==> src/hdl/cacru_pkg.sv <==
package cacru_pkg;

  // field widths of the transfers
  localparam int WAVE_FIELD_W   = 8;
  localparam int GENOME_FIELD_W = 8;
  localparam int MASK_W         = 9;
  localparam int PACKED_W       = 64;
  localparam int WORD_W         = 32;

  // defaults for the top-level parameters
  localparam int WAVE_BITS_DEF   = 8;
  localparam int GENOME_BITS_DEF = 8;

  // neighbourhood layout: eight lanes, centre is cell 4
  localparam int NUM_LANES   = 8;
  localparam int CENTRE_CELL = 4;
  localparam int CNT_W       = 4;

  // reciprocal table for the mean, floor(sum * recip >> shift) == sum / n
  localparam int RECIP_SHIFT = 16;
  localparam int RECIP_W     = 17;

  // configuration port
  localparam int CFG_ADDR_W = 3;
  localparam int CFG_DATA_W = 32;
  localparam int RULE_W     = 3;
  localparam logic [CFG_ADDR_W-3:0] REG_RULE = '0;

  typedef enum logic [RULE_W-1:0] {
    RULE_LIFE,
    RULE_DIFFUSE,
    RULE_GENOMIC,
    RULE_AND,
    RULE_OR,
    RULE_XOR,
    RULE_THR_AND,
    RULE_THR_OR
  } rule_t;

  typedef struct packed {
    logic [MASK_W-1:0]         alive_mask;
    logic [WAVE_FIELD_W-1:0]   center_wave;
    logic [PACKED_W-1:0]       neighbor_waves;
    logic [GENOME_FIELD_W-1:0] center_genome;
    logic [PACKED_W-1:0]       neighbor_genomes;
    logic [WORD_W-1:0]         center_link_genome;
    logic [WORD_W-1:0]         center_fitness;
  } in_item_t;

  typedef struct packed {
    logic                      next_alive;
    logic [WAVE_FIELD_W-1:0]   next_wave;
    logic [GENOME_FIELD_W-1:0] genome_out;
    logic [WORD_W-1:0]         link_genome_out;
    logic [WORD_W-1:0]         fitness_out;
  } out_item_t;

  // per-lane status
  typedef struct packed {
    logic alive;
    logic match;
  } lane_flag_t;

  // merged counts
  typedef struct packed {
    logic [CNT_W-1:0] alive_cnt;
    logic [CNT_W-1:0] match_cnt;
  } count_t;

  // centre fields carried along the pipeline unchanged
  typedef struct packed {
    logic [GENOME_FIELD_W-1:0] genome;
    logic [WORD_W-1:0]         link;
    logic [WORD_W-1:0]         fitness;
  } pass_t;

  // ceil(2^RECIP_SHIFT / n); zero for an empty neighbourhood
  function automatic logic [RECIP_W-1:0] recip_of(input logic [CNT_W-1:0] cnt);
    logic [RECIP_W-1:0] r;
    case (cnt)
      CNT_W'(1): r = RECIP_W'(65536);
      CNT_W'(2): r = RECIP_W'(32768);
      CNT_W'(3): r = RECIP_W'(21846);
      CNT_W'(4): r = RECIP_W'(16384);
      CNT_W'(5): r = RECIP_W'(13108);
      CNT_W'(6): r = RECIP_W'(10923);
      CNT_W'(7): r = RECIP_W'(9363);
      CNT_W'(8): r = RECIP_W'(8192);
      default:   r = '0;
    endcase
    return r;
  endfunction

endpackage

==> src/hdl/cacru_lane.sv <==
module cacru_lane #(
  parameter int WAVE_BITS   = cacru_pkg::WAVE_BITS_DEF,
  parameter int GENOME_BITS = cacru_pkg::GENOME_BITS_DEF
) (
  input  logic                   alive_i,
  input  logic [WAVE_BITS-1:0]   wave_i,
  input  logic [GENOME_BITS-1:0] genome_i,
  input  logic [GENOME_BITS-1:0] centre_genome_i,
  output cacru_pkg::lane_flag_t  flag_o,
  output logic [WAVE_BITS-1:0]   sum_wave_o,
  output logic [WAVE_BITS-1:0]   and_wave_o
);
  import cacru_pkg::*;

  // status of this neighbour
  always_comb begin
    flag_o.alive = alive_i;
    flag_o.match = (genome_i == centre_genome_i);
  end

  // dead neighbours give the identity of each reduction
  assign sum_wave_o = alive_i ? wave_i : '0;
  assign and_wave_o = alive_i ? wave_i : '1;

endmodule

==> src/hdl/cacru_merge.sv <==
module cacru_merge #(
  parameter int WAVE_BITS = cacru_pkg::WAVE_BITS_DEF,
  localparam int SUM_W    = WAVE_BITS + $clog2(cacru_pkg::NUM_LANES)
) (
  input  logic                  clk,
  input  logic                  ld_i,
  input  cacru_pkg::lane_flag_t flag_i     [cacru_pkg::NUM_LANES],
  input  logic [WAVE_BITS-1:0]  sum_wave_i [cacru_pkg::NUM_LANES],
  input  logic [WAVE_BITS-1:0]  and_wave_i [cacru_pkg::NUM_LANES],
  input  logic [WAVE_BITS-1:0]  centre_wave_i,
  output cacru_pkg::count_t     cnt_o,
  output logic [SUM_W-1:0]      sum_o,
  output logic [WAVE_BITS-1:0]  and_o,
  output logic [WAVE_BITS-1:0]  or_o,
  output logic [WAVE_BITS-1:0]  xor_o
);
  import cacru_pkg::*;

  count_t              cnt_nxt;
  logic [SUM_W-1:0]     sum_nxt;
  logic [WAVE_BITS-1:0] and_nxt;
  logic [WAVE_BITS-1:0] or_nxt;
  logic [WAVE_BITS-1:0] xor_nxt;

  // combine the lane results: counts, wave sum and bitwise reductions
  always_comb begin
    cnt_nxt = '0;
    sum_nxt = '0;
    and_nxt = centre_wave_i;
    or_nxt  = centre_wave_i;
    xor_nxt = centre_wave_i;
    for (int k = 0; k < NUM_LANES; k++) begin
      cnt_nxt.alive_cnt = cnt_nxt.alive_cnt + CNT_W'(flag_i[k].alive);
      cnt_nxt.match_cnt = cnt_nxt.match_cnt + CNT_W'(flag_i[k].match);
      sum_nxt = sum_nxt + SUM_W'(sum_wave_i[k]);
      and_nxt = and_nxt & and_wave_i[k];
      or_nxt  = or_nxt | sum_wave_i[k];
      xor_nxt = xor_nxt ^ sum_wave_i[k];
    end
  end

  // merge stage register
  always_ff @(posedge clk) begin
    if (ld_i) begin
      cnt_o <= cnt_nxt;
      sum_o <= sum_nxt;
      and_o <= and_nxt;
      or_o  <= or_nxt;
      xor_o <= xor_nxt;
    end
  end

endmodule

==> src/hdl/cacru_rule.sv <==
module cacru_rule #(
  parameter int WAVE_BITS = cacru_pkg::WAVE_BITS_DEF,
  localparam int SUM_W    = WAVE_BITS + $clog2(cacru_pkg::NUM_LANES)
) (
  input  logic                 clk,
  input  logic                 rst_n,
  input  logic                 ld_i,
  input  cacru_pkg::rule_t     rule_i,
  input  cacru_pkg::count_t    cnt_i,
  input  logic [SUM_W-1:0]     sum_i,
  input  logic [WAVE_BITS-1:0] and_i,
  input  logic [WAVE_BITS-1:0] or_i,
  input  logic [WAVE_BITS-1:0] xor_i,
  input  logic                 centre_alive_i,
  input  logic [WAVE_BITS-1:0] centre_wave_i,
  output logic                 alive_o,
  output logic [WAVE_BITS-1:0] wave_o
);
  import cacru_pkg::*;

  localparam int PROD_W   = SUM_W + RECIP_W;
  localparam int WAVE_MAX = (1 << WAVE_BITS) - 1;
  localparam logic [WAVE_BITS-1:0] THR_HALF = WAVE_BITS'(WAVE_MAX >> 1);
  localparam logic [WAVE_BITS-1:0] THR_HIGH = WAVE_BITS'((WAVE_MAX * 3) >> 2);

  logic [PROD_W-1:0]    prod_nxt;
  logic [WAVE_BITS-1:0] avg_nxt;

  count_t               cnt_r;
  logic [WAVE_BITS-1:0] avg_r;
  logic [WAVE_BITS-1:0] and_r;
  logic [WAVE_BITS-1:0] or_r;
  logic [WAVE_BITS-1:0] xor_r;
  logic                 calive_r;
  logic [WAVE_BITS-1:0] cw_r;

  logic [CNT_W-1:0] n;
  logic [CNT_W-1:0] birth;
  logic             n_two_three;

  // mean of the alive neighbour waves by reciprocal multiply
  assign prod_nxt = PROD_W'(sum_i) * PROD_W'(recip_of(cnt_i.alive_cnt));
  assign avg_nxt  = prod_nxt[RECIP_SHIFT +: WAVE_BITS];

  // mean stage register
  always_ff @(posedge clk) begin
    if (ld_i) begin
      cnt_r    <= cnt_i;
      avg_r    <= avg_nxt;
      and_r    <= and_i;
      or_r     <= or_i;
      xor_r    <= xor_i;
      calive_r <= centre_alive_i;
      cw_r     <= centre_wave_i;
    end
  end

  assign n           = cnt_r.alive_cnt;
  assign n_two_three = n inside {CNT_W'(2), CNT_W'(3)};

  // birth count of genomic life from the genome match count
  always_comb begin
    if (cnt_r.match_cnt >= CNT_W'(7)) begin
      birth = CNT_W'(4);
    end else if (cnt_r.match_cnt <= CNT_W'(1)) begin
      birth = CNT_W'(2);
    end else begin
      birth = CNT_W'(3);
    end
  end

  // rule select
  always_comb begin
    alive_o = 1'b0;
    wave_o  = cw_r;
    case (rule_i)
      RULE_LIFE: begin
        alive_o = calive_r ? n_two_three : (n == CNT_W'(3));
      end
      RULE_DIFFUSE: begin
        alive_o = (n >= CNT_W'(2)) && (n <= CNT_W'(4));
        if (n != '0) begin
          wave_o = avg_r;
        end
      end
      RULE_GENOMIC: begin
        alive_o = calive_r ? n_two_three : (n == birth);
      end
      RULE_AND: begin
        alive_o = (n != '0);
        wave_o  = and_r;
      end
      RULE_OR: begin
        alive_o = (n != '0);
        wave_o  = or_r;
      end
      RULE_XOR: begin
        alive_o = (n != '0);
        wave_o  = xor_r;
      end
      RULE_THR_AND: begin
        alive_o = (n >= CNT_W'(2)) && (avg_r > THR_HALF);
        if (alive_o) begin
          wave_o = avg_r;
        end
      end
      RULE_THR_OR: begin
        alive_o = (n != '0) || (cw_r > THR_HIGH);
      end
      default: begin
        alive_o = 1'b0;
        wave_o  = cw_r;
      end
    endcase
  end

  // an empty neighbourhood only keeps a cell alive under threshold-or
  a_empty_dead: assert property (@(posedge clk) disable iff (!rst_n)
    ((n == '0) && (rule_i != RULE_THR_OR)) |-> !alive_o)
    else $error("cell alive with no alive neighbour");

  // diffuse without alive neighbours keeps the centre wave
  a_diffuse_empty: assert property (@(posedge clk) disable iff (!rst_n)
    ((rule_i == RULE_DIFFUSE) && (n == '0)) |-> (wave_o == cw_r))
    else $error("diffuse changed wave of an isolated cell");

  // the mean never exceeds the largest wave
  a_avg_range: assert property (@(posedge clk) disable iff (!rst_n)
    (n != '0) |-> (32'(avg_r) <= 32'(WAVE_MAX)))
    else $error("mean wave out of range");

endmodule

==> src/hdl/ca_cell_rule_update_core.sv <==
// next-state unit for one cellular-automaton cell over its 3x3 neighbourhood
//
// input channel (in_valid / in_stall / in_data): one neighbourhood per transfer,
// alive mask, centre and neighbour waves and genomes, plus two pass-through words
// result channel (out_valid / out_stall / out_data): one result per input, in order
// configuration port (cfg_*): APB-style, rule_select at byte address 0, pready
// always high, reads return the current rule; change it only while the unit is idle
//
// latency: out_valid rises three cycles after the input transfer, so the earliest
// result transfer comes four clock edges after it
// throughput: one item per cycle through four register stages (lane flags, merge
// tree, reciprocal multiply for the mean, rule select into the output register)
// a held result stalls only the full stages behind it, empty stages still fill;
// in_stall rises only when all four stages are full and out_stall is high
// reset: all stages empty, out_valid low, rule_select back to life
module ca_cell_rule_update_core #(
  parameter int WAVE_BITS   = cacru_pkg::WAVE_BITS_DEF,
  parameter int GENOME_BITS = cacru_pkg::GENOME_BITS_DEF
) (
  input  logic                                 clk,
  input  logic                                 rst_n,
  input  logic                                 in_valid,
  output logic                                 in_stall,
  input  cacru_pkg::in_item_t                  in_data,
  output logic                                 out_valid,
  input  logic                                 out_stall,
  output cacru_pkg::out_item_t                 out_data,
  input  logic                                 cfg_psel,
  input  logic                                 cfg_penable,
  input  logic                                 cfg_pwrite,
  input  logic [cacru_pkg::CFG_ADDR_W-1:0]     cfg_paddr,
  input  logic [cacru_pkg::CFG_DATA_W-1:0]     cfg_pwdata,
  output logic [cacru_pkg::CFG_DATA_W-1:0]     cfg_prdata,
  output logic                                 cfg_pready
);
  import cacru_pkg::*;

  localparam int SUM_W = WAVE_BITS + $clog2(NUM_LANES);

  // configuration
  rule_t rule_r;

  // pipeline control
  logic v1_r, v2_r, v3_r, out_valid_r;
  logic rdy0, rdy1, rdy2, rdy3;

  // lane outputs
  lane_flag_t           flag_c     [NUM_LANES];
  logic [WAVE_BITS-1:0] sum_wave_c [NUM_LANES];
  logic [WAVE_BITS-1:0] and_wave_c [NUM_LANES];

  // stage 1
  lane_flag_t           flag_s1_r     [NUM_LANES];
  logic [WAVE_BITS-1:0] sum_wave_s1_r [NUM_LANES];
  logic [WAVE_BITS-1:0] and_wave_s1_r [NUM_LANES];
  logic                 calive_s1_r;
  logic [WAVE_BITS-1:0] cw_s1_r;
  pass_t                pass_s1_r;

  // stage 2
  count_t               cnt_s2;
  logic [SUM_W-1:0]     sum_s2;
  logic [WAVE_BITS-1:0] and_s2;
  logic [WAVE_BITS-1:0] or_s2;
  logic [WAVE_BITS-1:0] xor_s2;
  logic                 calive_s2_r;
  logic [WAVE_BITS-1:0] cw_s2_r;
  pass_t                pass_s2_r;

  // stage 3
  pass_t                pass_s3_r;
  logic                 alive_s3;
  logic [WAVE_BITS-1:0] wave_s3;

  out_item_t out_data_r;
  pass_t     pass_in;

  logic [GENOME_BITS-1:0] centre_genome;
  logic                   cfg_wr;

  // configuration register write and read back
  assign cfg_pready = 1'b1;
  assign cfg_wr     = cfg_psel && cfg_penable && cfg_pwrite && cfg_pready;
  assign cfg_prdata = (cfg_paddr[CFG_ADDR_W-1:2] == REG_RULE) ? CFG_DATA_W'(rule_r) : '0;

  always_ff @(posedge clk) begin
    if (!rst_n) begin
      rule_r <= RULE_LIFE;
    end else if (cfg_wr && (cfg_paddr[CFG_ADDR_W-1:2] == REG_RULE)) begin
      rule_r <= rule_t'(cfg_pwdata[RULE_W-1:0]);
    end
  end

  // stage handshake, each stage moves when its successor frees up
  assign rdy3     = !out_valid_r || !out_stall;
  assign rdy2     = !v3_r || rdy3;
  assign rdy1     = !v2_r || rdy2;
  assign rdy0     = !v1_r || rdy1;
  assign in_stall = !rdy0;

  always_ff @(posedge clk) begin
    if (!rst_n) begin
      v1_r        <= 1'b0;
      v2_r        <= 1'b0;
      v3_r        <= 1'b0;
      out_valid_r <= 1'b0;
    end else begin
      if (rdy0) begin
        v1_r <= in_valid;
      end
      if (rdy1) begin
        v2_r <= v1_r;
      end
      if (rdy2) begin
        v3_r <= v2_r;
      end
      if (rdy3) begin
        out_valid_r <= v3_r;
      end
    end
  end

  // one lane per neighbour
  assign centre_genome = in_data.center_genome[GENOME_BITS-1:0];

  for (genvar k = 0; k < NUM_LANES; k++) begin : g_lane
    localparam int CELL = (k < CENTRE_CELL) ? k : k + 1;
    cacru_lane #(
      .WAVE_BITS   (WAVE_BITS),
      .GENOME_BITS (GENOME_BITS)
    ) u_lane (
      .alive_i         (in_data.alive_mask[CELL]),
      .wave_i          (in_data.neighbor_waves[8*k +: WAVE_BITS]),
      .genome_i        (in_data.neighbor_genomes[8*k +: GENOME_BITS]),
      .centre_genome_i (centre_genome),
      .flag_o          (flag_c[k]),
      .sum_wave_o      (sum_wave_c[k]),
      .and_wave_o      (and_wave_c[k])
    );
  end

  // fields that ride along unchanged
  always_comb begin
    pass_in.genome  = GENOME_FIELD_W'(centre_genome);
    pass_in.link    = in_data.center_link_genome;
    pass_in.fitness = in_data.center_fitness;
  end

  // lane stage register
  always_ff @(posedge clk) begin
    if (rdy0) begin
      flag_s1_r     <= flag_c;
      sum_wave_s1_r <= sum_wave_c;
      and_wave_s1_r <= and_wave_c;
      calive_s1_r   <= in_data.alive_mask[CENTRE_CELL];
      cw_s1_r       <= in_data.center_wave[WAVE_BITS-1:0];
      pass_s1_r     <= pass_in;
    end
  end

  cacru_merge #(
    .WAVE_BITS (WAVE_BITS)
  ) u_merge (
    .clk           (clk),
    .ld_i          (rdy1),
    .flag_i        (flag_s1_r),
    .sum_wave_i    (sum_wave_s1_r),
    .and_wave_i    (and_wave_s1_r),
    .centre_wave_i (cw_s1_r),
    .cnt_o         (cnt_s2),
    .sum_o         (sum_s2),
    .and_o         (and_s2),
    .or_o          (or_s2),
    .xor_o         (xor_s2)
  );

  // centre data alongside the merge stage
  always_ff @(posedge clk) begin
    if (rdy1) begin
      calive_s2_r <= calive_s1_r;
      cw_s2_r     <= cw_s1_r;
      pass_s2_r   <= pass_s1_r;
    end
  end

  cacru_rule #(
    .WAVE_BITS (WAVE_BITS)
  ) u_rule (
    .clk            (clk),
    .rst_n          (rst_n),
    .ld_i           (rdy2),
    .rule_i         (rule_r),
    .cnt_i          (cnt_s2),
    .sum_i          (sum_s2),
    .and_i          (and_s2),
    .or_i           (or_s2),
    .xor_i          (xor_s2),
    .centre_alive_i (calive_s2_r),
    .centre_wave_i  (cw_s2_r),
    .alive_o        (alive_s3),
    .wave_o         (wave_s3)
  );

  always_ff @(posedge clk) begin
    if (rdy2) begin
      pass_s3_r <= pass_s2_r;
    end
  end

  // output register
  always_ff @(posedge clk) begin
    if (rdy3) begin
      out_data_r.next_alive      <= alive_s3;
      out_data_r.next_wave       <= WAVE_FIELD_W'(wave_s3);
      out_data_r.genome_out      <= pass_s3_r.genome;
      out_data_r.link_genome_out <= pass_s3_r.link;
      out_data_r.fitness_out     <= pass_s3_r.fitness;
    end
  end

  assign out_valid = out_valid_r;
  assign out_data  = out_data_r;

  // input is refused only when every stage holds an item behind a stalled result
  a_stall_full: assert property (@(posedge clk) disable iff (!rst_n)
    in_stall |-> (v1_r && v2_r && v3_r && out_valid_r && out_stall))
    else $error("input stalled with a free stage");

  // an accepted transfer occupies the first stage
  a_accept_fill: assert property (@(posedge clk) disable iff (!rst_n)
    (in_valid && !in_stall) |=> v1_r)
    else $error("accepted item lost at the lane stage");

  // a finished item reaches the output when the output can move
  a_drain: assert property (@(posedge clk) disable iff (!rst_n)
    (v3_r && rdy3) |=> out_valid_r)
    else $error("item lost between rule stage and output");

endmodule

==> config.mk <==
export PLATFORM = sky130hd
export DESIGN_NAME = ca_cell_rule_update_core
export DESIGN_NICKNAME = d
export VERILOG_FILES = /design/src/hdl/cacru_pkg.sv /design/src/hdl/cacru_lane.sv /design/src/hdl/cacru_merge.sv /design/src/hdl/cacru_rule.sv /design/src/hdl/ca_cell_rule_update_core.sv
export SDC_FILE = /design/constraint.sdc
export NUM_CORES = 1
export LEC_CHECK = 0
export ABC_AREA = 1
export BUFFER_PORTS_ARGS = -buffer_cell sky130_fd_sc_hd__buf_2
export CAP_MARGIN = 20
export CORE_AREA = 2 2 287 289
export CTS_BUF_LIST = sky130_fd_sc_hd__clkbuf_8 sky130_fd_sc_hd__clkbuf_16
export CTS_CLUSTER_DIAMETER = 150
export DETAILED_ROUTE_END_ITERATION = 10
export DIE_AREA = 0 0 289 291
export PLACE_DENSITY = 0.62
export REMOVE_ABC_BUFFERS = 1
export SKIP_CTS_REPAIR_TIMING = 1
export SLEW_MARGIN = 5
export SYNTH_ARGS = -nofsm -noshare
export SYNTH_HDL_FRONTEND = slang
export SYNTH_SLANG_ARGS = --single-unit
==> constraint.sdc <==
create_clock -name clk -period 8.8 [get_ports clk]
set_input_delay 0.44 -clock clk [delete_from_list [all_inputs] [get_ports clk]]
set_output_delay 0.44 -clock clk [all_outputs]
set_load 0.1 [all_outputs]
# ---- Word level (Yosys, flattened, before mapping)
# Memories as Yosys holds them, arrays and structs flattened. A register that Yosys moved wholly into a read port is not among the register bits.
# Index checks and enable logic that the tools add are counted.
dict set report word_totals {
  n_memories 1
  out_inout_bits 116
  register_bits 558
  word_cells 171
  romBits 272
}
# memory words width read_ports rd_ports_with_merged_regs wr line_no
set memory_table {}
lappend memory_table {{(no name shown)} 16 17 1 1 0 cacru_pkg.sv:80} ;# case (cnt)
dict set report classes {
  n_lt_le_gt_ge 6
  reduce_logical 20
  n_mul 1
  muxes 10
  eq_ne 18
  add_sub_neg 21
  n_bitwise 25
}
# op n
set op_table {}
lappend op_table {{$add 11x8->11} 6}
lappend op_table {{$and 8x8->8} 8}
lappend op_table {{$eq 8x8->1} 8}
lappend op_table {{$or 8x8->8} 8}
lappend op_table {{$xor 8x8->8} 8}
lappend op_table {{$add 4x1->4} 12}
lappend op_table {{$pmux 8 s5} 1}
lappend op_table {{$mul 11x17->24} 1}
lappend op_table {{$mux 8} 2}
lappend op_table {{$eq 3x3->1 const B} 4}
lappend op_table {{$add 8x8->9} 1}
lappend op_table {{$eq 4x2->1 const B} 2}
lappend op_table {{$gt 8x7->1 const B} 1}
lappend op_table {{$gt 8x8->1 const B} 1}
lappend op_table {{$mux 4} 2}
lappend op_table {{$eq 3x2->1 const B} 2}
lappend op_table {{$logic_not 1->1} 6}
lappend op_table {{$pmux 1 s6} 1}
lappend op_table {{$logic_and 1x1->1} 5}
lappend op_table {{$logic_or 1x1->1} 5}
lappend op_table {{$add 1x1->2} 2}
lappend op_table {{$eq 4x4->1} 1}
lappend op_table {{$ge 4x2->1 const B} 1}
lappend op_table {{$ge 4x3->1 const B} 1}
lappend op_table {{10 further kinds} 12}

# ---- Logic depth before layout (Yosys ltp)
# Gate-level depths: netlist of the first run.
dict set report logic_depth {
  depth_word 8
  depth_mapped 24
  ltp_nobuf 23
}

# ---- Hierarchy
# A second synthesis of the first run with hierarchy kept.
dict set report hier_totals {
  cells_unflattened 2637
  hier_area_um2 29061.6
}
# mod area_each_um2 n_inst seq_area_each_um2 cells_per_inst
set by_module_without_submodules {}
lappend by_module_without_submodules {ca_cell_rule_update_core 14337.5 1 13923.4 537}
lappend by_module_without_submodules {cacru_rule 7430.9 1 1471.4 880}
lappend by_module_without_submodules {cacru_merge 4820.9 1 1291.2 588}
lappend by_module_without_submodules {cacru_lane 309.0 8 0.0 79}

# ---- Worst setup path after synthesis of the first run
# OpenSTA, ideal clock, no wires.
dict set report synth_timing {
  path_type {flip-flop to flip-flop}
  startpoint {register out_valid_r, in the netlist out_valid}
  endpoint {register and_wave_s1_r[0] in the netlist's numbering (enable)}
  stages_incl_launch_ff 6
  arrival_time_ps 9923
  path_buffers 0
  synth_period_minus_slack_ps 10958
  required_ps 7765
  path_slack_ps -2158
  path_cell_list {dfxtp_1 > nand3_2 > nor2_4 > inv_2 > nor2_1 > inv_1}
}
dict set report synth_via {
  elab_chain_len 5
}
# element line_no
set synth_lines {}
lappend synth_lines {{start, declared} ca_cell_rule_update_core.sv:44} ;# logic v1_r, v2_r, v3_r, out_valid_r;
lappend synth_lines {{start signal, assigned} ca_cell_rule_update_core.sv:118} ;# out_valid_r <= v3_r;
lappend synth_lines {{$logic_not 1->1} ca_cell_rule_update_core.sv:95} ;# assign rdy3 = !out_valid_r || !out_stall;
lappend synth_lines {{$logic_or 1x1->1} ca_cell_rule_update_core.sv:95}
lappend synth_lines {{$logic_or 1x1->1} ca_cell_rule_update_core.sv:96} ;# assign rdy2 = !v3_r || rdy3;
lappend synth_lines {{net rdy2} ca_cell_rule_update_core.sv:45} ;# logic rdy0, rdy1, rdy2, rdy3;
lappend synth_lines {{$logic_or 1x1->1} ca_cell_rule_update_core.sv:97} ;# assign rdy1 = !v2_r || rdy2;
lappend synth_lines {{$logic_or 1x1->1} ca_cell_rule_update_core.sv:98} ;# assign rdy0 = !v1_r || rdy1;
lappend synth_lines {{end signal, assigned} ca_cell_rule_update_core.sv:154} ;# and_wave_s1_r <= and_wave_c;
lappend synth_lines {{end, declared} ca_cell_rule_update_core.sv:55} ;# logic [WAVE_BITS-1:0] and_wave_s1_r [NUM_LANES];
# The timed path passes the listed nets, and every way through them passes these cells.
# A chain may end at the register's enable or synchronous reset.

==> run_results.csv, run 1 <==
group,metric,value,unit
status,run_status,"finished clean",
hold_path,worstHoldPathType,"input pin to register",
placed_design,port_buffers,313,
global_routing,top_usage_layer,"met2",
synth,synthCells,2264,
timing,max_slew_margin,0.2628,
route,drt-total-wl,64070,um
synth,synth-edff-count,551,
route,routed_via_density,4.372,
global_routing,grt-ovfl-total,0,
floorplan,core,81190,sq um
setup_path,rrSetupSlack,3.41,ns
finish,fillCellCount,7666,
clock_network,numClockSinks,570,
route,drt_iter0_markers,1038,
floorplan,start_util,0.3470,
synth,async_flop_share,0,
global_routing,grt_util_met2,0.2497,
clock_network,cts_tree,"done",
timing,rsz0062_at_grt,"false",
finish,area_growth,19.34,%
clock_network,cts_buffers,59,
placed_design,placed_area,30840,sq um
floorplan,die_y,291,um
setup_path,crit_fanout,11,
route,wl_per_cell,16.90,um
placed_design,place_hpwl,47600,um
hold_path,min_from,"in_valid",
synth,synth_seq_area_share,0.6007,
route,route.detailed.drc,0,
floorplan,pin_count,375,
floorplan,die_w,289,um
global_routing,grt_pass1_wl,96970,um
setup_path,crit_path_start_kind,"register",
global_routing,grt_pass1_vias,16602,
synth,yosys_warnings,0,
setup_path,rr_worst_depth,21,
synth,synth.ff_latch_count,570,
run,cap_violations,0,
setup_path,crit_arrival,5.76,ns
route,drt_first_pass_iters,5,
finish,final_cell_area,33630,sq um
floorplan,std_cell_rows,105,
timing,setup_viol,0,
clock_network,cts_max_level,2,
route,drtAntennaViolNets,0,
global_routing,gr-usage-all-layers,0.1523,
finish,nets,3189,
timing,fin_ws,3.408,ns
clock_network,cts_root_buffer,"clkbuf_16",
timing,skew,0.01665,ns
pwr,p_leak,0.01555,uW
synth,netlist_area,28180,sq um
global_routing,antenna_found_initial,0,
global_routing,grt_max_degree,88,
timing,worst_pin_slew,1.106,ns
timing,clock.fmax,185.5,MHz
timing,finalMaxSlewViolations,0,
hold_path,hold_path_end,"v1_r",
pwr,powerDensity,366.2,nW/um^2
floorplan,die_area,84100,sq um
timing,period_needed,5.392,ns
clock_network,path_clk_slew,0.06,ns
timing,fin_crit_sh,0.6127,
setup_path,r2r-end,"u_rule.avg_r[7]",
global_routing,grtUsageMet3,0.02234,
route,vias,16578,
setup_path,critPathKind,"register to register",
hold_path,worstHoldPathCells,3,
setup_path,cp-end-kind,"register",
synth,postSynthAreaPerCell,12.45,sq um
clock_network,clockBufferDepth,3,
setup_path,crit_required,9.17,ns
placed_design,place_congestion,0.8959,
synth,synth_top_flop_cell,"edfxtp_1",
pwr,peakVddDrop,0.0005071,V
synth,synth_cell_type_count,43,
placed_design,dp_slack,3.462,ns
global_routing,use_met1,0.2124,
timing,hold_viol,0,
clock_network,insertion_delay,0.63,ns
finish,drive_above_1_share,0.1640,
[flip-flops by register name, indices dropped and copies added, names as in the netlist, 11 cells and up, named ones only]
register,cells
pass_s3_r,72
pass_s1_r,72
u_merge.sum_o,11
flag_s1_r,16
and_wave_s1_r,64
pass_s2_r,72
out_data,81
sum_wave_s1_r,64
[worst max-delay path: stages, from the launching register on]
cell	delay [ns]
dfxtp_1	0.68
nand2_1	0.24
inv_1	0.17
fa_1	0.46
fa_1	0.55
inv_1	0.06
fa_1	0.48
inv_1	0.05
fa_1	0.50
inv_1	0.06
fa_1	0.48
inv_1	0.04
ha_1	0.36
nand2_1	0.09
inv_1	0.10
nand2_1	0.05
nor2_1	0.20
nand4_1	0.14
a21oi_1	0.20
nor2_1	0.12
nand2_1	0.08
nand2_1	0.05
[routing by layer]
metal | vias to the layer above | part of all wire
li1 | 8027 | -
met1 | 8020 | 0.45
met2 | 438 | 0.48
met3 | 93 | 0.052
met4 | 0 | 0.021
met5 | - | 0
[cell type report]
class	count	area (sq um)	share of cell area
Antenna cell	2	5.005	0.0001488
Clock buffer	64	1545	0.04595
Clock inverter	48	480.5	0.01429
Inverter	488	1844	0.05484
Multi-Input combinational cell	1157	9117	0.2711
Sequential cell	570	16930	0.5033
Tap cell	1070	1339	0.03981
Timing Repair Buffer	393	2370	0.07047
[stage by stage]
stage	utilization	TNS (ns)	hold slack, ns	std cells	power [uW]
after detailed placement	0.3798	0	0.4045	3604	9750
after CTS	0.4048	0	-0.06497	3716	12380
after global routing	0.4141	0	0.08403	3790	13460
final	0.4142	0	0.07388	3792	12310
after global placement	0.3798	0	0.4001	3604	9713
after floorplan	-	-485.59	0.4003	2215	8045
[power breakdown]
part / internal, uW / total (uW) / switching [uW]
Combinational: 2160 / 6130 / 3970
Sequential: 3350 / 3630 / 275
Clock: 1480 / 2560 / 1080
Total: 7000 / 12300 / 5320
[logic make-up after synthesis]
group                      after synthesis  share of synthesized area
and+or+nand+nor                        636                    0.09423
xor gates and xnor gates               132                    0.04103
DFF                                    570                     0.6007
other                                    2                  0.0002665
AOI/OAI and AO/OA                       98                    0.02127
buffers and inverters                  565                    0.07997
adders and majority gates              261                     0.1625
[synthesized netlist by cell type, types with 3 or more instances]
cell type    n  area [sq um]
a211oi_1     3         22.52
a21o_1       3         22.52
a21oi_1     50         250.2
a22o_1       3         26.28
buf_2       13         65.06
buf_4       31         232.7
clkbuf_1    33         123.9
dfxtp_1     19         380.4
edfxtp_1   551         16550
fa_1       175          3503
ha_1        86          1076
inv_1      482          1809
inv_2        6         22.52
nand2_1    441          1655
nand2_2      3         18.77
nand3_1     46         230.2
nand4_1     40         250.2
nor2_1      66         247.7
nor3_1      15         75.07
nor4_1       7         43.79
o21ai_0     19         95.09
o21ai_2      7         61.31
o21bai_1     3         22.52
or2_2        9         56.30
xnor2_1     88         770.7
xor2_1      44         385.4
[worst max-delay path by stage]
stage	slack, ns	cells past startpoint	to
after global placement	3.49	21	u_rule.avg_r[7]
after detailed placement	3.46	21	u_rule.avg_r[7]
after global routing	3.20	21	u_rule.avg_r[7]
after floorplan	-2.16	5	and_wave_s1_r[0]
final	3.41	21	u_rule.avg_r[7]
after CTS	3.44	21	u_rule.avg_r[7]
[cells in the final DEF (no fill, tap or decap), types with 7 or more instances in the layout]
master / count
o21ai_2: 7
nand3_1: 46
dfxtp_1: 19
edfxtp_1: 551
a21oi_1: 50
xor2_1: 44
buf_2: 313
xnor2_1: 88
or2_2: 9
clkbuf_16: 59
fa_1: 175
nor3_1: 15
dlygate4sd3_1: 73
conb_1: 30
nor4_1: 7
nand2_1: 440
nand4_1: 40
o21ai_0: 19
ha_1: 86
nor2_1: 66
inv_1: 497
bufinv_16: 7
Power figures use the tool's default switching activity.
==> run 2: changes to the inputs <==
==> constraint.sdc (replaced) <==
create_clock -name clk -period 4.7 [get_ports clk]
set_input_delay 0.235 -clock clk [delete_from_list [all_inputs] [get_ports clk]]
set_output_delay 0.235 -clock clk [all_outputs]
set_load 0.1 [all_outputs]
==> run 2 against run 1 <==
Compared with the run above: the flow now finishes with violations (negative hold slack, negative setup slack); clock skew increased by 0.026 ns; worst setup slack got worse by 3.7 ns; sequential cell count unchanged; final cell count increased by 5.4%; global-route usage increased by 0.32 points; wire length increased by 5.5%; critical path type unchanged.
==> run_results.csv, run 2 (same netlist as run 1, synthesis figures left out) <==
group,metric,value,unit
placed_design,place_congestion,0.9140,
pwr,peakVddDrop,0.001230,V
status,run_status,"finished with violations",
hold_path,worstHoldPathCells,3,
placed_design,place_hpwl,49510,um
setup_path,r2r_start,"u_merge.sum_o[7]",
timing,setup_viol,8,
finish,fillCellCount,7442,
route,drt-total-wl,67580,um
setup_path,crit_path_start_kind,"register",
pwr,powerDensity,778.7,nW/um^2
finish,stdcell_count,3995,
floorplan,pin_count,375,
hold_path,hold_path_end,"rule_r[2]",
clock_network,path_clk_slew,0.06,ns
hold_path,worstHoldPathType,"input pin to register",
setup_path,crit_arrival,5.36,ns
floorplan,std_cell_rows,105,
clock_network,clockBufferDepth,3,
setup_path,critPathKind,"register to register",
timing,rsz0062_at_grt,"true",
route,drtAntennaViolNets,0,
status,violations,"negative hold slack, negative setup slack",
hold_path,min_from,"cfg_pwdata[2]",
timing,max_slew_margin,0.3541,
timing,finalMaxSlewViolations,0,
global_routing,grt_max_degree,109,
finish,largest_register_ffs,81,
timing,period_needed,4.976,ns
floorplan,die_area,84100,sq um
timing,holdWs,-0.008144,ns
timing,worst_pin_slew,0.9689,ns
setup_path,rrSetupSlack,-0.28,ns
timing,fin_ws,-0.2762,ns
route,drt_first_pass_iters,7,
timing,hold_viol,1,
clock_network,cts_tree,"done",
placed_design,dp_slack,-0.3156,ns
floorplan,core,81190,sq um
floorplan,start_util,0.3470,
finish,final_core_util,0.4445,
setup_path,cp-end-kind,"register",
placed_design,port_buffers,313,
finish,drive_above_1_share,0.2408,
route,routed_via_density,4.366,
clock_network,cts_buffers,61,
clock_network,numClockSinks,570,
global_routing,gr-usage-all-layers,0.1556,
clock_network,insertion_delay,0.64,ns
floorplan,die_y,291,um
timing,skew,0.04235,ns
route,route.detailed.drc,0,
route,wl_per_cell,16.92,um
setup_path,crit_fanout,6,
finish,area_growth,28.08,%
clock_network,cts_max_level,2,
clock_network,cts_root_buffer,"clkbuf_16",
timing,clock.fmax,201.0,MHz
setup_path,r2r-end,"u_rule.avg_r[4]",
finish,final_common_cell,"edfxtp_1",
timing,fin_crit_sh,1.059,
global_routing,antenna_found_initial,3,
global_routing,grt_pass1_vias,17171,
floorplan,die_w,289,um
setup_path,rr_worst_depth,18,
global_routing,grt_pass1_wl,98930,um
route,vias,17441,
setup_path,crit_required,5.08,ns
route,drt_iter0_markers,977,
run,cap_violations,0,
placed_design,dp.cells,3722,
global_routing,grt-ovfl-total,0,
pwr,p_leak,0.01654,uW
finish,nets,3396,
finish,final_cell_mix,"551 x edfxtp_1, 473 x inv_1, 409 x nand2_1",
run 2: cell count changes in the layout (fill, tap and decap cells not counted), sizes merged:
cell	change
dlygate4sd3	+73
clkinv	+9
clkbuf	-3
inv	-8
buf	+132
run 2: report_power, final:
part | leakage [uW] | total, uW | switching, uW | internal (uW)
clock | 0.00101 | 4760 | 2010 | 2750
sequential | 0.00604 | 6590 | 308 | 6280
combinational | 0.00949 | 16800 | 9700 | 7060
run 2: worst max path at each step:
stage / startpoint / endpoint / slack, ns / cells after the start
floorplan: out_valid / and_wave_s1_r[0] / -6.26 / 5
global placement: u_merge.sum_o[6] / u_rule.avg_r[6] / -0.29 / 18
detailed placement: u_merge.sum_o[6] / u_rule.avg_r[6] / -0.32 / 18
CTS: u_merge.sum_o[6] / u_rule.avg_r[6] / -0.35 / 18
global route: u_merge.sum_o[10] / u_rule.avg_r[4] / -0.42 / 17
finish: u_merge.sum_o[7] / u_rule.avg_r[4] / -0.28 / 18
run 2: metrics by stage:
step                setup TNS, ns  instance area (sq um)  total power, uW
finish                     -1.118                  36090            28100
global route               -3.141                  36090            30380
CTS                        -3.191                  33790            24410
detailed placement         -2.652                  31800            19500
global placement           -2.377                  31800            19570
floorplan                -1464.03                  27860            15060
run 2: area by class of cell:
class,instances,area (sq um),share of cell area
Clock inverter,49,465.4,0.01290
Multi-Input combinational cell,1157,9782,0.2711
Sequential cell,570,16930,0.4691
Antenna cell,2,5.005,0.0001387
Clock buffer,61,1526,0.04230
Tap cell,1070,1339,0.03710
Inverter,488,1847,0.05117
Timing Repair Buffer,598,4195,0.1162
run 2: routing by layer:
metal / GRT usage / vias up / share of wire
li1: - / 8421 / -
met1: 0.2104 / 8516 / 0.44
met2: 0.2592 / 393 / 0.49
met3: 0.02414 / 111 / 0.045
met4: 0.04337 / 0 / 0.026
met5: 0 / - / 0
run 2: worst max-delay path, cell delays in order (launching register included):
cell and delay (ns):
edfxtp_1 0.52, buf_6 0.17, nand2_4 0.05, buf_6 0.12
fa_1 0.49, inv_1 0.05, fa_1 0.48, fa_1 0.54
fa_1 0.56, inv_1 0.06, fa_1 0.51, inv_2 0.05
ha_4 0.28, buf_4 0.12, nand3_4 0.09, nor3_4 0.20
nand4_1 0.19, nand4_1 0.15, nand2_1 0.08
==> run 3: changes to the inputs <==
--- a/config.mk
+++ b/config.mk
@@ -5,16 +5,16 @@
 export SDC_FILE = /design/constraint.sdc
 export NUM_CORES = 1
 export LEC_CHECK = 0
-export ABC_AREA = 1
 export BUFFER_PORTS_ARGS = -buffer_cell sky130_fd_sc_hd__buf_2
 export CAP_MARGIN = 20
-export CORE_AREA = 2 2 287 289
+export CORE_AREA = 2 2 283 285
 export CTS_BUF_LIST = sky130_fd_sc_hd__clkbuf_8 sky130_fd_sc_hd__clkbuf_16
 export CTS_CLUSTER_DIAMETER = 150
 export DETAILED_ROUTE_END_ITERATION = 10
-export DIE_AREA = 0 0 289 291
+export DIE_AREA = 0 0 285 287
 export PLACE_DENSITY = 0.62
 export REMOVE_ABC_BUFFERS = 1
+export SETUP_SLACK_MARGIN = 0.05
 export SKIP_CTS_REPAIR_TIMING = 1
 export SLEW_MARGIN = 5
 export SYNTH_ARGS = -nofsm -noshare
==> run 3 against run 2 <==
Compared with the run above: the run ends with negative setup slack left; via count decreased by 7.6%; clock power increased by 5.7%; synthesized cell count decreased by 16%; wire length decreased by 6.4%; cell area decreased by 2.1%; critical path depth increased by 2; worst setup slack got worse by 0.30 ns; die area decreased by 2.7%; core utilization increased by 0.51 points; power decreased by 13%; critical endpoint is now u_rule.avg_r[6]; largest cell class unchanged; largest power group unchanged.
==> run_results.csv, run 3 <==
group,metric,value,unit
status,run_status,"finished with violations",
status,violations,"negative setup slack",
global_routing,gr-usage-all-layers,0.1490,
synth,postSynthAreaPerCell,14.49,sq um
placed_design,dp_slack,-0.7721,ns
setup_path,crit_required,5.04,ns
synth,async_flop_share,0,
setup_path,crit_arrival,5.62,ns
synth,synth_most_common_cell,"edfxtp_1",
global_routing,grt-ovfl-total,0,
clock_network,numClockSinks,570,
synth,synth_top_area_frac,0.6034,
route,routed_via_density,4.449,
route,drtAntennaViolNets,0,
timing,finalMaxSlewViolations,0,
timing,rsz0062_at_grt,"true",
finish,stdcell_count,3623,
synth,synth_cell_type_count,56,
floorplan,core,78610,sq um
route,drt_iter0_markers,913,
placed_design,dp.cells,3330,
timing,fin_ws,-0.5748,ns
timing,skew,0.06619,ns
pwr,p_leak,0.01492,uW
finish,area_growth,28.91,%
route,route.detailed.drc,0,
setup_path,crit_path_start_kind,"register",
floorplan,pin_count,375,
global_routing,antenna_found_initial,1,
global_routing,grt_max_degree,140,
timing,fin_crit_sh,1.122,
finish,fillCellCount,7131,
finish,final_common_cell,"edfxtp_1",
placed_design,place_congestion,0.9181,
synth,yosys_warnings,0,
pwr,powerDensity,693.5,nW/um^2
setup_path,cp-end-kind,"register",
synth,netlist_area,27420,sq um
setup_path,critPathKind,"register to register",
finish,nets,3041,
clock_network,cts_max_level,2,
route,drt_first_pass_iters,5,
synth,synth.ff_latch_count,570,
setup_path,rrSetupSlack,-0.57,ns
finish,final_core_util,0.4496,
floorplan,die_y,287,um
placed_design,port_buffers,313,
route,vias,16118,
floorplan,die_area,81800,sq um
timing,hold_viol,0,
route,drt-total-wl,63230,um
timing,holdWs,0.01228,ns
hold_path,worstHoldPathType,"input pin to register",
pwr,peakVddDrop,0.0009549,V
route,wl_per_cell,17.45,um
setup_path,worstSetupStartpoint,"u_merge.sum_o[9]",
clock_network,cts_buffers,61,
clock_network,cts_root_buffer,"clkbuf_16",
synth,synthCells,1892,
synth,synth-edff-count,551,
clock_network,clockBufferDepth,3,
global_routing,grt_pass1_wl,94070,um
synth,synth_top_flop_cell,"edfxtp_1",
timing,clock.fmax,189.6,MHz
timing,worst_pin_slew,1.107,ns
synth,yosys-top-cells-area,"edfxtp_1 60%, fa_1 13%, xnor2_1 4.3%",
run,cap_violations,0,
floorplan,start_util,0.3488,
hold_path,min_from,"in_data[134]",
synth,synthTopCellsByCount,"551 x edfxtp_1, 290 x inv_1, 175 x fa_1, 135 x xnor2_1, 123 x and2_1",
setup_path,rr_worst_depth,20,
finish,final_cell_mix,"551 x edfxtp_1, 313 x buf_2, 278 x inv_1",
setup_path,r2r_start,"u_merge.sum_o[9]",
floorplan,die_w,285,um
timing,max_slew_margin,0.2621,
clock_network,cts_tree,"done",
setup_path,r2r-end,"u_rule.avg_r[6]",
floorplan,std_cell_rows,103,
synth,yosysTopAreaCell,"edfxtp_1",
timing,setup_tns,-4.562,ns
clock_network,insertion_delay,0.64,ns
finish,seq_area,16930,sq um
timing,setup_viol,12,
global_routing,grt_pass1_vias,16685,
setup_path,cp-endpoint,"u_rule.avg_r[6]",
timing,period_needed,5.275,ns
synth,synth_seq_area_share,0.6173,
setup_path,crit_fanout,4,
finish,largest_register_ffs,81,
placed_design,place_hpwl,46770,um
finish,drive_above_1_share,0.2567,
clock_network,path_clk_slew,0.07,ns
finish,multiInputGateArea,9507,sq um
## run 3: power breakdown
group	switching (uW)	internal (uW)	total [uW]
clock network	2040	2990	5030
logic	6780	6140	12900
registers	287	6270	6560
total	9110	15400	24500
## run 3: worst min-delay path by stage
stage | endpoint | slack [ns] | cells after the start
after floorplan | calive_s1_r | 0.33 | 0
after global placement | pass_s3_r[0] | 0.40 | 0
after detailed placement | out_data[25] | 0.40 | 0
after CTS | cw_s1_r[3] | -0.28 | 1
after global routing | pass_s1_r[69] | 0.001 | 1
final | pass_s1_r[70] | 0.01 | 1
## run 3: kinds of logic after synthesis
family | Yosys count | synth area share
xor+xnor | 152 | 0.04855
compound gates | 98 | 0.02455
fa+ha+maj | 261 | 0.1670
flops | 570 | 0.6173
other cells | 2 | 0.0002739
buf+inv | 370 | 0.05485
simple gates | 434 | 0.08561
mux | 5 | 0.001825
## run 3: metrics by stage
stage	cell area, sq um	power (uW)
finish	35350	24510
global route	35340	26410
floorplan	27130	13530
global placement	30990	17150
CTS	33140	22430
detailed placement	31000	17280
## run 3: area by class of cell
cell class                      instances  share of cell area
Clock inverter                         52             0.01742
Inverter                              295             0.03154
Clock buffer                           61             0.04319
Antenna cell                            2           0.0001416
Sequential cell                       570              0.4790
Multi-Input combinational cell        980              0.2690
Tap cell                             1050             0.03717
Timing Repair Buffer                  613              0.1225
## run 3: worst max-delay path, stage by stage, from the launching register on
cell and delay, ns:
edfxtp_1 0.41, buf_6 0.14, buf_6 0.12, and2_4 0.14
buf_4 0.14, inv_2 0.05, fa_1 0.42, fa_1 0.50
inv_1 0.05, fa_1 0.52, fa_1 0.44, fa_1 0.54
ha_4 0.21, and3_4 0.18, nand4_1 0.10, and3b_2 0.25
o31ai_4 0.28, buf_6 0.16, o21ai_4 0.07, buf_6 0.12
xor2_1 0.13
## run 3: metal layers
metal,track usage,vias up,share of wire
li1,-,7573,-
met1,0.1876,8069,0.40
met2,0.2622,383,0.53
met3,0.02317,91,0.047
met4,0.04961,2,0.024
met5,0,-,0.00021
